===== src/sv/pip_pkg.sv =====
package pip_pkg;
	localparam int CoordWidth = 32;

	// one edge job handed from the front end to the crossing unit
	typedef struct packed {
		logic [63:0] ix;
		logic [63:0] iy;
		logic [63:0] jx;
		logic [63:0] jy;
		logic [63:0] tx;
		logic [63:0] ty;
		logic        emit;
	} edge_job_t;

	typedef enum logic [1:0] {
		ST_IDLE,
		ST_MUL,
		ST_DIV,
		ST_DONE
	} xu_state_t;
endpackage


===== src/sv/pip_front.sv =====
module pip_front #(
	parameter int CW = pip_pkg::CoordWidth
) (
	input  logic               clk,
	input  logic               arst_n,
	input  logic               in_valid,
	output logic               in_stall,
	input  logic [CW-1:0]      vertex_x,
	input  logic [CW-1:0]      vertex_y,
	input  logic [CW-1:0]      test_x,
	input  logic [CW-1:0]      test_y,
	input  logic               last_vertex,
	output logic               job_valid,
	output pip_pkg::edge_job_t job,
	input  logic               job_take
);
	import pip_pkg::*;

	logic [63:0] vx, vy, tx, ty, first_x_q, first_y_q, prev_x_q, prev_y_q;
	logic        expect_first_q, close_pend_q;
	edge_job_t   job_q;
	logic        job_valid_q;
	logic        slot_free, acc, job_load;

	assign vx = {{(64-CW){vertex_x[CW-1]}}, vertex_x};
	assign vy = {{(64-CW){vertex_y[CW-1]}}, vertex_y};
	assign tx = {{(64-CW){test_x[CW-1]}}, test_x};
	assign ty = {{(64-CW){test_y[CW-1]}}, test_y};

	assign slot_free = !job_valid_q || job_take;
	assign in_stall  = close_pend_q || !slot_free;
	assign acc       = in_valid && !in_stall;
	assign job_load  = (close_pend_q && slot_free) || acc;
	assign job_valid = job_valid_q;
	assign job       = job_q;

	always_ff @(posedge clk or negedge arst_n) begin
		if (!arst_n) begin
			expect_first_q <= 1'b1;
			close_pend_q   <= 1'b0;
			job_valid_q    <= 1'b0;
		end else begin
			job_valid_q <= job_load || (job_valid_q && !job_take);
			if (close_pend_q && slot_free) begin
				// closing edge: last vertex back to first
				job_q        <= '{ix: prev_x_q, iy: prev_y_q, jx: first_x_q, jy: first_y_q,
					tx: job_q.tx, ty: job_q.ty, emit: 1'b1};
				close_pend_q <= 1'b0;
			end else if (acc) begin
				prev_x_q <= vx;
				prev_y_q <= vy;
				if (expect_first_q) begin
					first_x_q <= vx;
					first_y_q <= vy;
				end
				// first vertex: degenerate self edge never crosses, keeps tx/ty
				job_q <= '{ix: expect_first_q ? vx : prev_x_q,
					iy: expect_first_q ? vy : prev_y_q, jx: vx, jy: vy,
					tx: tx, ty: ty, emit: 1'b0};
				close_pend_q   <= last_vertex;
				expect_first_q <= last_vertex;
			end
		end
	end
endmodule


===== src/sv/pip_xunit.sv =====
module pip_xunit (
	input  logic               clk,
	input  logic               arst_n,
	input  logic               job_valid,
	input  pip_pkg::edge_job_t job,
	output logic               job_take,
	output logic               out_valid,
	input  logic               out_stall,
	output logic               is_inside
);
	import pip_pkg::*;

	xu_state_t   st_q, st_d;
	logic [63:0] ix_q, tx_q, dxm_q, tm_q, dm_q, quo_q, rem_q;
	logic [127:0] num_q, pp_sh;
	logic        neg_q, emit_q, strad_q, parity_q, out_valid_q, out_valid_d, is_inside_q;
	logic [6:0]  cnt_q;
	logic [1:0]  mcnt_q;
	logic        straddle, hold, hit;
	logic [31:0] dxm_half, tm_half;
	logic [63:0] pp;
	logic [64:0] rsh;
	logic        ge;
	logic [63:0] base;
	logic signed [63:0] cut;

	function automatic logic [63:0] absd(input logic [63:0] a, input logic [63:0] b);
		return ($signed(a) >= $signed(b)) ? a - b : b - a;
	endfunction

	assign straddle = ($signed(job.iy) > $signed(job.ty)) != ($signed(job.jy) > $signed(job.ty));
	assign hold     = out_valid_q && !out_stall;
	assign rsh      = {rem_q, num_q[127]};
	assign ge       = rsh >= {1'b0, dm_q};
	assign base     = neg_q ? ix_q - quo_q : ix_q + quo_q;
	assign hit      = strad_q && ($signed(tx_q) < cut);

	// one 32x32 partial product per multiply cycle
	assign dxm_half = mcnt_q[1] ? dxm_q[63:32] : dxm_q[31:0];
	assign tm_half  = mcnt_q[0] ? tm_q[63:32] : tm_q[31:0];
	assign pp       = 64'(dxm_half) * 64'(tm_half);

	always_comb begin
		unique case (mcnt_q)
			2'd0:       pp_sh = {64'd0, pp};
			2'd1, 2'd2: pp_sh = {32'd0, pp, 32'd0};
			2'd3:       pp_sh = {pp, 64'd0};
			default:    pp_sh = {64'd0, pp};
		endcase
	end

	always_comb begin
		cut = $signed(base);
		if (rem_q != 64'd0) begin
			if (!neg_q && $signed(base) < 0)      cut = $signed(base) + 64'sd1;
			else if (neg_q && $signed(base) > 0)  cut = $signed(base) - 64'sd1;
		end
	end

	always_comb begin
		st_d = st_q;
		unique case (st_q)
			ST_IDLE: if (job_valid) st_d = straddle ? ST_MUL : ST_DONE;
			ST_MUL:  if (mcnt_q == 2'd3) st_d = ST_DIV;
			ST_DIV:  if (cnt_q == 7'd127) st_d = ST_DONE;
			ST_DONE: if (!emit_q || !out_valid_q || !out_stall) st_d = ST_IDLE;
			default: st_d = ST_IDLE;
		endcase
	end

	always_comb begin
		job_take    = (st_q == ST_IDLE) && job_valid;
		out_valid_d = out_valid_q && !hold;
		if (st_q == ST_DONE && st_d == ST_IDLE && emit_q)
			out_valid_d = 1'b1;
	end

	assign out_valid = out_valid_q;
	assign is_inside = is_inside_q;

	always_ff @(posedge clk or negedge arst_n) begin
		if (!arst_n) begin
			st_q        <= ST_IDLE;
			parity_q    <= 1'b0;
			out_valid_q <= 1'b0;
		end else begin
			st_q        <= st_d;
			out_valid_q <= out_valid_d;
			unique case (st_q)
				ST_IDLE: if (job_valid) begin
					ix_q    <= job.ix;
					tx_q    <= job.tx;
					neg_q   <= $signed(job.jx) < $signed(job.ix);
					dxm_q   <= absd(job.jx, job.ix);
					tm_q    <= absd(job.ty, job.iy);
					dm_q    <= absd(job.jy, job.iy);
					emit_q  <= job.emit;
					strad_q <= straddle;
					quo_q   <= 64'd0;
					rem_q   <= 64'd0;
					num_q   <= 128'd0;
					cnt_q   <= 7'd0;
					mcnt_q  <= 2'd0;
				end
				ST_MUL: begin
					num_q  <= num_q + pp_sh;
					mcnt_q <= mcnt_q + 2'd1;
				end
				ST_DIV: begin
					num_q <= num_q << 1;
					if (ge) begin
						rem_q <= 64'(rsh - {1'b0, dm_q});
						quo_q <= {quo_q[62:0], 1'b1};
					end else begin
						rem_q <= rsh[63:0];
						quo_q <= {quo_q[62:0], 1'b0};
					end
					cnt_q <= cnt_q + 7'd1;
				end
				ST_DONE: if (st_d == ST_IDLE) begin
					if (emit_q) begin
						is_inside_q <= parity_q ^ hit;
						parity_q    <= 1'b0;
					end else begin
						parity_q <= parity_q ^ hit;
					end
				end
				default: ;
			endcase
		end
	end
endmodule


===== src/sv/point_in_polygon_ray_cast.sv =====
// Point-in-polygon crossing test. Vertices stream in one per transaction with the
// test point; last_vertex closes the polygon and one is_inside transaction follows.
// Each straddling edge passes through the crossing unit in order: taking the
// job, four 32x32 partial products, a 128-step restoring divider at one
// quotient bit per cycle, and a parity update; an edge that does not
// straddle skips the products and the divider. The last vertex yields both its own
// edge and the closing one. The front end holds first/previous vertex and a
// one-entry job slot, so it accepts the next vertex while an edge divides.
// The closing edge is queued behind the last vertex's edge once the job slot frees.
module point_in_polygon_ray_cast #(
	parameter int COORD_WIDTH = pip_pkg::CoordWidth
) (
	input  logic                   clk,
	input  logic                   arst_n,
	input  logic                   in_valid,
	output logic                   in_stall,
	input  logic [COORD_WIDTH-1:0] vertex_x,
	input  logic [COORD_WIDTH-1:0] vertex_y,
	input  logic [COORD_WIDTH-1:0] test_x,
	input  logic [COORD_WIDTH-1:0] test_y,
	input  logic                   last_vertex,
	output logic                   out_valid,
	input  logic                   out_stall,
	output logic                   is_inside
);
	import pip_pkg::*;

	edge_job_t job;
	logic      job_valid, job_take;

	pip_front #(.CW(COORD_WIDTH)) u_front (
		.clk, .arst_n, .in_valid, .in_stall, .vertex_x, .vertex_y, .test_x, .test_y,
		.last_vertex, .job_valid, .job, .job_take
	);

	pip_xunit u_xunit (
		.clk, .arst_n, .job_valid, .job, .job_take, .out_valid, .out_stall, .is_inside
	);
endmodule


===== config.mk =====
export PLATFORM = sky130hd
export DESIGN_NAME = point_in_polygon_ray_cast
export DESIGN_NICKNAME = d
export VERILOG_FILES = /design/src/sv/pip_pkg.sv /design/src/sv/pip_front.sv /design/src/sv/pip_xunit.sv /design/src/sv/point_in_polygon_ray_cast.sv
export SDC_FILE = /design/constraint.sdc
export NUM_CORES = 2
export LEC_CHECK = 0
export BUFFER_PORTS_ARGS = -buffer_cell sky130_fd_sc_hd__buf_4
export CAP_MARGIN = 20
export CORE_AREA = 2 2 490 589
export DETAILED_ROUTE_END_ITERATION = 10
export DIE_AREA = 0 0 492 591
export HOLD_SLACK_MARGIN = 0.15
export PLACE_DENSITY = 0.51
export SYNTH_ARGS = -nofsm -noshare
export SYNTH_HDL_FRONTEND = slang
export SYNTH_HIERARCHICAL = 1
export SYNTH_SLANG_ARGS = --single-unit

===== constraint.sdc =====
create_clock -name clk -period 16.1 [get_ports clk]
set_clock_uncertainty 0.2 [all_clocks]
set_input_delay 0.805 -clock clk [delete_from_list [all_inputs] [get_ports clk]]
set_output_delay 0.805 -clock clk [all_outputs]
set_load 0.02 [all_outputs]

* Word-level counts from Yosys, hierarchy flattened
Index checks and enable logic that the tools add are counted.
** Word-level totals
- Bits in registers :: 1013
- Output and inout bits :: 3
- Input bits :: 133
- Word-level logic and storage cells :: 147
** Operators by class
- Add/sub/neg operators :: 14
- Multiplexer cells :: 35
- Multiply operators :: 1
- Bitwise logic cells :: 2
- Reductions and logical operators :: 45
- Magnitude comparators :: 10
- Eq/ne operators :: 9
** Operators with widths (count)
- $mux 385 :: 2
- $pmux 128 s3 :: 2
- $mux 64 :: 11
- $sub 64x64->64 :: 8
- $pmux 64 s2 :: 2
- $add 128x128->128 :: 1
- $ge 64x64->1 :: 2
- $gt 64x32->1 :: 2
- $mux 128 :: 1
- $ge 65x64->1 :: 1
- $add 64x2->64 const B :: 1
- $add 64x64->64 :: 1
- $ge 32x64->1 :: 1
- $gt 64x1->1 const B :: 1
- $lt 32x64->1 :: 1
- $lt 64x1->1 const B :: 1
- $lt 64x64->1 :: 1
- $mul 32x32->64 :: 1
- $mux 32 :: 2
- $reduce_bool 64->1 :: 1
- $sub 64x2->64 const B :: 1
- $reduce_and 3->1 :: 5
- $pmux 7 s2 :: 1
- $mux 2 :: 6
- 22 further kinds :: 60

* Logic depth before layout (Yosys ltp)
- Word-level depth :: 11
- Gate-level depth with buffers :: 52
- Gate-level depth less buffers :: 48

* Cells and area by module
Netlist, hierarchy kept.
** By module, submodules not included
- pip_xunit :: seq. area each 17787.1 um^2, cells each 12243, area an instance 100767.9 um^2, instances 1
- pip_front :: seq. area each 9715.6 um^2, cells each 688, area an instance 12617.1 um^2, instances 1

* Worst setup path before layout
OpenSTA, ideal clock, no wires.
- Kind :: reg-to-reg
- Start point :: reg u_xunit.mcnt_q[0]
- End point :: reg u_xunit.num_q[126] (data pin)
- Stages on the path, launching flop included :: 48
- Clock period less this slack :: 12696 ps
- Path buffers :: 4
- Setup time :: 135 ps
- Slack :: 3404 ps
- Data required time :: 15765 ps
- Arrival time :: 12361 ps
- Cell sequence :: edfxtp_1 -> clkbuf_1 -> clkbuf_1 -> mux2i_1 -> clkbuf_1 -> nor2_1 -> fa_1 -> fa_1 -> fa_1 -> inv_1 -> fa_1 -> inv_1 -> fa_1 -> fa_1 -> fa_1 -> fa_1 -> ha_1 -> a21o_1 -> [12 not listed] -> xor2_1 -> o21ai_0 -> ha_1 -> clkbuf_1 -> and2_1 -> a221o_1 -> a21o_1 -> a31oi_1 -> o21ai_0 -> a21o_1 -> a2111oi_0 -> o21ai_0 -> a311oi_1 -> o21ai_1 -> a31oi_1 -> o22ai_1 -> or4b_1 -> nand3_1
** Between the ends
- Word-level cells in the longest chain between the ends :: 5
- Elaborated cells between the ends (all ways) :: 10
- Those cells by class :: 1 x add/sub; 1 x mul; 3 x eq/ne; 3 x mux; 2 x reduce/logical
** RTL lines
- start, declared :: RTL line pip_xunit.sv:18 : logic [1:0] mcnt_q;
- start signal, assigned :: RTL line pip_xunit.sv:107 : mcnt_q <= mcnt_q + 2'd1;
- $mux 32, or another cell as far along :: RTL line pip_xunit.sv:40 : assign tm_half = mcnt_q[0] ? tm_q[63:32] : tm_q[31:0];
- $mul 32x32->64 or $reduce_or 2->1 (tied branches) :: RTL line pip_xunit.sv:41, pip_xunit.sv:44
- $pmux 128 s3 (*) :: RTL line pip_xunit.sv:44 : unique case (mcnt_q)
- $add 128x128->128 (*) :: RTL line pip_xunit.sv:106 : num_q <= num_q + pp_sh;
- $pmux 128 s3 (*) :: RTL line pip_xunit.sv:89 : unique case (st_q)
- end signal, assigned :: RTL line pip_xunit.sv:106
- end signal, assigned :: RTL line pip_xunit.sv:110 : num_q <= num_q << 1;
- end, declared :: RTL line pip_xunit.sv:15 : logic [127:0] num_q, pp_sh;
Mark *: on every way between the ends. The rest lies on a longest branch, timed or not.
A chain may end at the register's enable or synchronous reset.

* Worst setup path after layout
Same ends and word-level chain as after synthesis.

==> flow_summary.yaml <==
logic_synthesis:
  synth-seq-cells: 917
  syn_area_um2: 113000
  yosysSeqAreaShare: 0.243
  yosys.area.top_type: "edfxtp_1"
  synthesis.nets: 15000
  synth_ff_type: "edfxtp_1"
  synth_top_area_share: 0.241
  synth.distinct_cells: 101
  yosysMostFrequentCell: "inv_1"
  avgSynthCellArea_um2: 8.77
  syn_inst: 12900
  synth_area_leaders: "edfxtp_1, fa_1, ha_1"
  synthArstFlopShare: 0.00763
  synth_edf_count: 910
  synth_warnings: 6
  synth_common_cells: "inv_1, nand2_1, nor2_1, a21oi_1, ha_1"
worst_setup_path:
  path_max_fanout: 14
  regToRegSetupSlack_ns: 0.71
  cpMostUsedCell: "fa_1"
  max_stage_delay_ns: 0.98
  cp.required_ns: 16.55
  critPathLaunch: "u_xunit/mcnt_q[0]"
  critPathSlowestCell: "mux2i_2"
  reg2reg_to: "u_xunit/num_q[126]"
  end_kind: "flip-flop"
  r2r_start: "u_xunit/mcnt_q[0]"
  crit_arrival_ns: 15.84
  crit_type: "flip-flop to flip-flop"
  reg2reg_depth: 46
  critPathLaunchType: "flip-flop"
placement:
  portBuffers: 135
  placed_area_um2: 117000
  routabilityCongestion: 1.02
  hpwl_um: 349000
floorplanning:
  core_um2: 285000
  ios: 136
  dieArea_um2: 291000
  fp.dieW_um: 492
  start_util: 0.398
  rows: 215
  die_h_um: 591
job:
  drv_cap: 0
sta:
  period_minus_slack_ns: 15.39
  rsz0062_at_grt: "false"
  slew-limit-headroom: 0.121
  slew_violations: 0
  tns_ns: 0
  worst_slew_pin_slew_ns: 1.31
  finalHoldViolCount: 0
  fmax_mhz: 65.0
  finalCritPeriodShare: 0.956
  setup_viol: 0
global_route:
  grt_max_degree: 129
  grt-ovfl-total: 0
  first_global_vias: 97000
  antenna_found_initial: 32
  grt_pass1_wl_um: 640000
  track_usage: 0.292
finish:
  drive_gt1_frac: 0.0590
  multiInputGateArea_um2: 77000
  area_growth_pct: 7.83
  seq_area_um2: 27500
  layout.nets: 14800
  fillers: 28300
  finalInstanceArea_um2: 122000
min_path:
  min_from: "u_front/job[80]"
  min_path_cells: 0
  min_path_type: "flip-flop to flip-flop"
  min_to: "u_xunit/tx_q[15]"
route:
  drtPass1Iterations: 6
  drt-initial-drc-count: 7867
  routed_via_density: 5.78
  drc_errors: 0
  wl_per_cell_um: 26.3
  vias: 96000
  drt.antenna.violating_nets: 0
  wl_um: 436000
clock_network:
  cts_sinks: 917
  clk_path_buf_depth: 3
  clk_latency_ns: 0.78
  cts_resized: 0
  cts_root_buf: "clkbuf_16"
  numCtsBuffers: 109
  cts_tree: "yes"
  htree_levels: 3
  clk_pin_slew_ns: 0.07
status:
  status: "completed"
## state kept, by name (all words and copies together) (netlist names), 64 cells and up
signal	count
u_xunit/tm_q	64
u_xunit/ix_q	64
u_xunit/num_q	128
u_xunit/tx_q	64
u_xunit/quo_q	64
u_xunit/rem_q	64
u_front/job	193
u_xunit/dm_q	64
u_xunit/dxm_q	64
## worst max-delay path by stage
stage                         endpoint  slack (ns)  depth (start not counted)
floorplan           u_xunit/num_q[126]        3.40                         47
global placement    u_xunit/num_q[126]        1.00                         48
detailed placement  u_xunit/num_q[119]        0.83                         49
CTS                 u_xunit/num_q[119]        0.81                         49
global route        u_xunit/num_q[126]        0.19                         48
finish              u_xunit/num_q[126]        0.71                         46
## layer usage
layer	vias up	wire length, µm	global-route usage
met5	-	142	0
met4	20	23400	0.133
met3	817	25700	0.0439
met2	3421	207000	0.494
met1	47800	180000	0.369
li1	44000	-	-
## metrics by stage
stage          worst slack (ns)  hold WS (ns)   util  cells
4_1_cts                   0.809         0.206  0.429  16600
2_1_floorplan              3.40         0.200      -  12900
3_3_place_gp               1.00         0.207  0.411  16300
6_report                  0.706         0.208  0.429  16600
5_1_grt                   0.185         0.227  0.429  16600
3_5_place_dp              0.829         0.205  0.411  16300
## cell families after synthesis
kind of cell / synth area share
buffers and inverters: 0.0823
AND/OR/NAND/NOR: 0.150
flip-flops: 0.243
adder cells (fa/ha/maj): 0.274
XOR/XNOR: 0.0467
multiplexers: 0.0200
AO/OA/AOI/OAI: 0.184
## critical path: cells and delay by family, from the launching register on
kind	cells	cell delay [ns]
adders and majority gates	10	4.56
xor gates and xnor gates	1	0.26
muxes	1	0.98
buffers and inverters	5	0.96
DFF	1	0.60
AOI/OAI and AO/OA	24	6.49
and+or+nand+nor	5	1.18
## timing repair
item / in CTS / in global routing
hold buffers: 131 / 0
buffers inserted: 0 / 0
hold endpoints to repair: 290 / 0
endpoints found under the setup margin: 0 / 0
## final cells by class
type,count,area share
tap,3797,0.0389
multi-input combinational,9761,0.630
sequential,917,0.225
clock inverter,77,0.00617
clock buffer,126,0.0233
inverter,1449,0.0445
antenna,9,0.000184
timing repair buffer,471,0.0323
## cell usage in the layout, fill, tap and decap left out, types with 114 or more instances in the layout
cell           count
a21o_1           384
a21oi_1         1098
a22o_1           142
and2_1           190
buf_4            331
dlygate4sd3_1    131
edfxtp_1         910
fa_1             905
ha_1            1033
inv_1           1448
nand2_1         1169
nand2b_1         114
nand3_1          152
nand4_1          223
nor2_1          1142
nor2b_1          219
nor3_1           137
o21ai_0          741
o21bai_1         214
xnor2_1          388
xor2_1           208
Power is not shown: default switching activity piles up to over one toggle a cycle in this logic, so the estimate is an artifact.
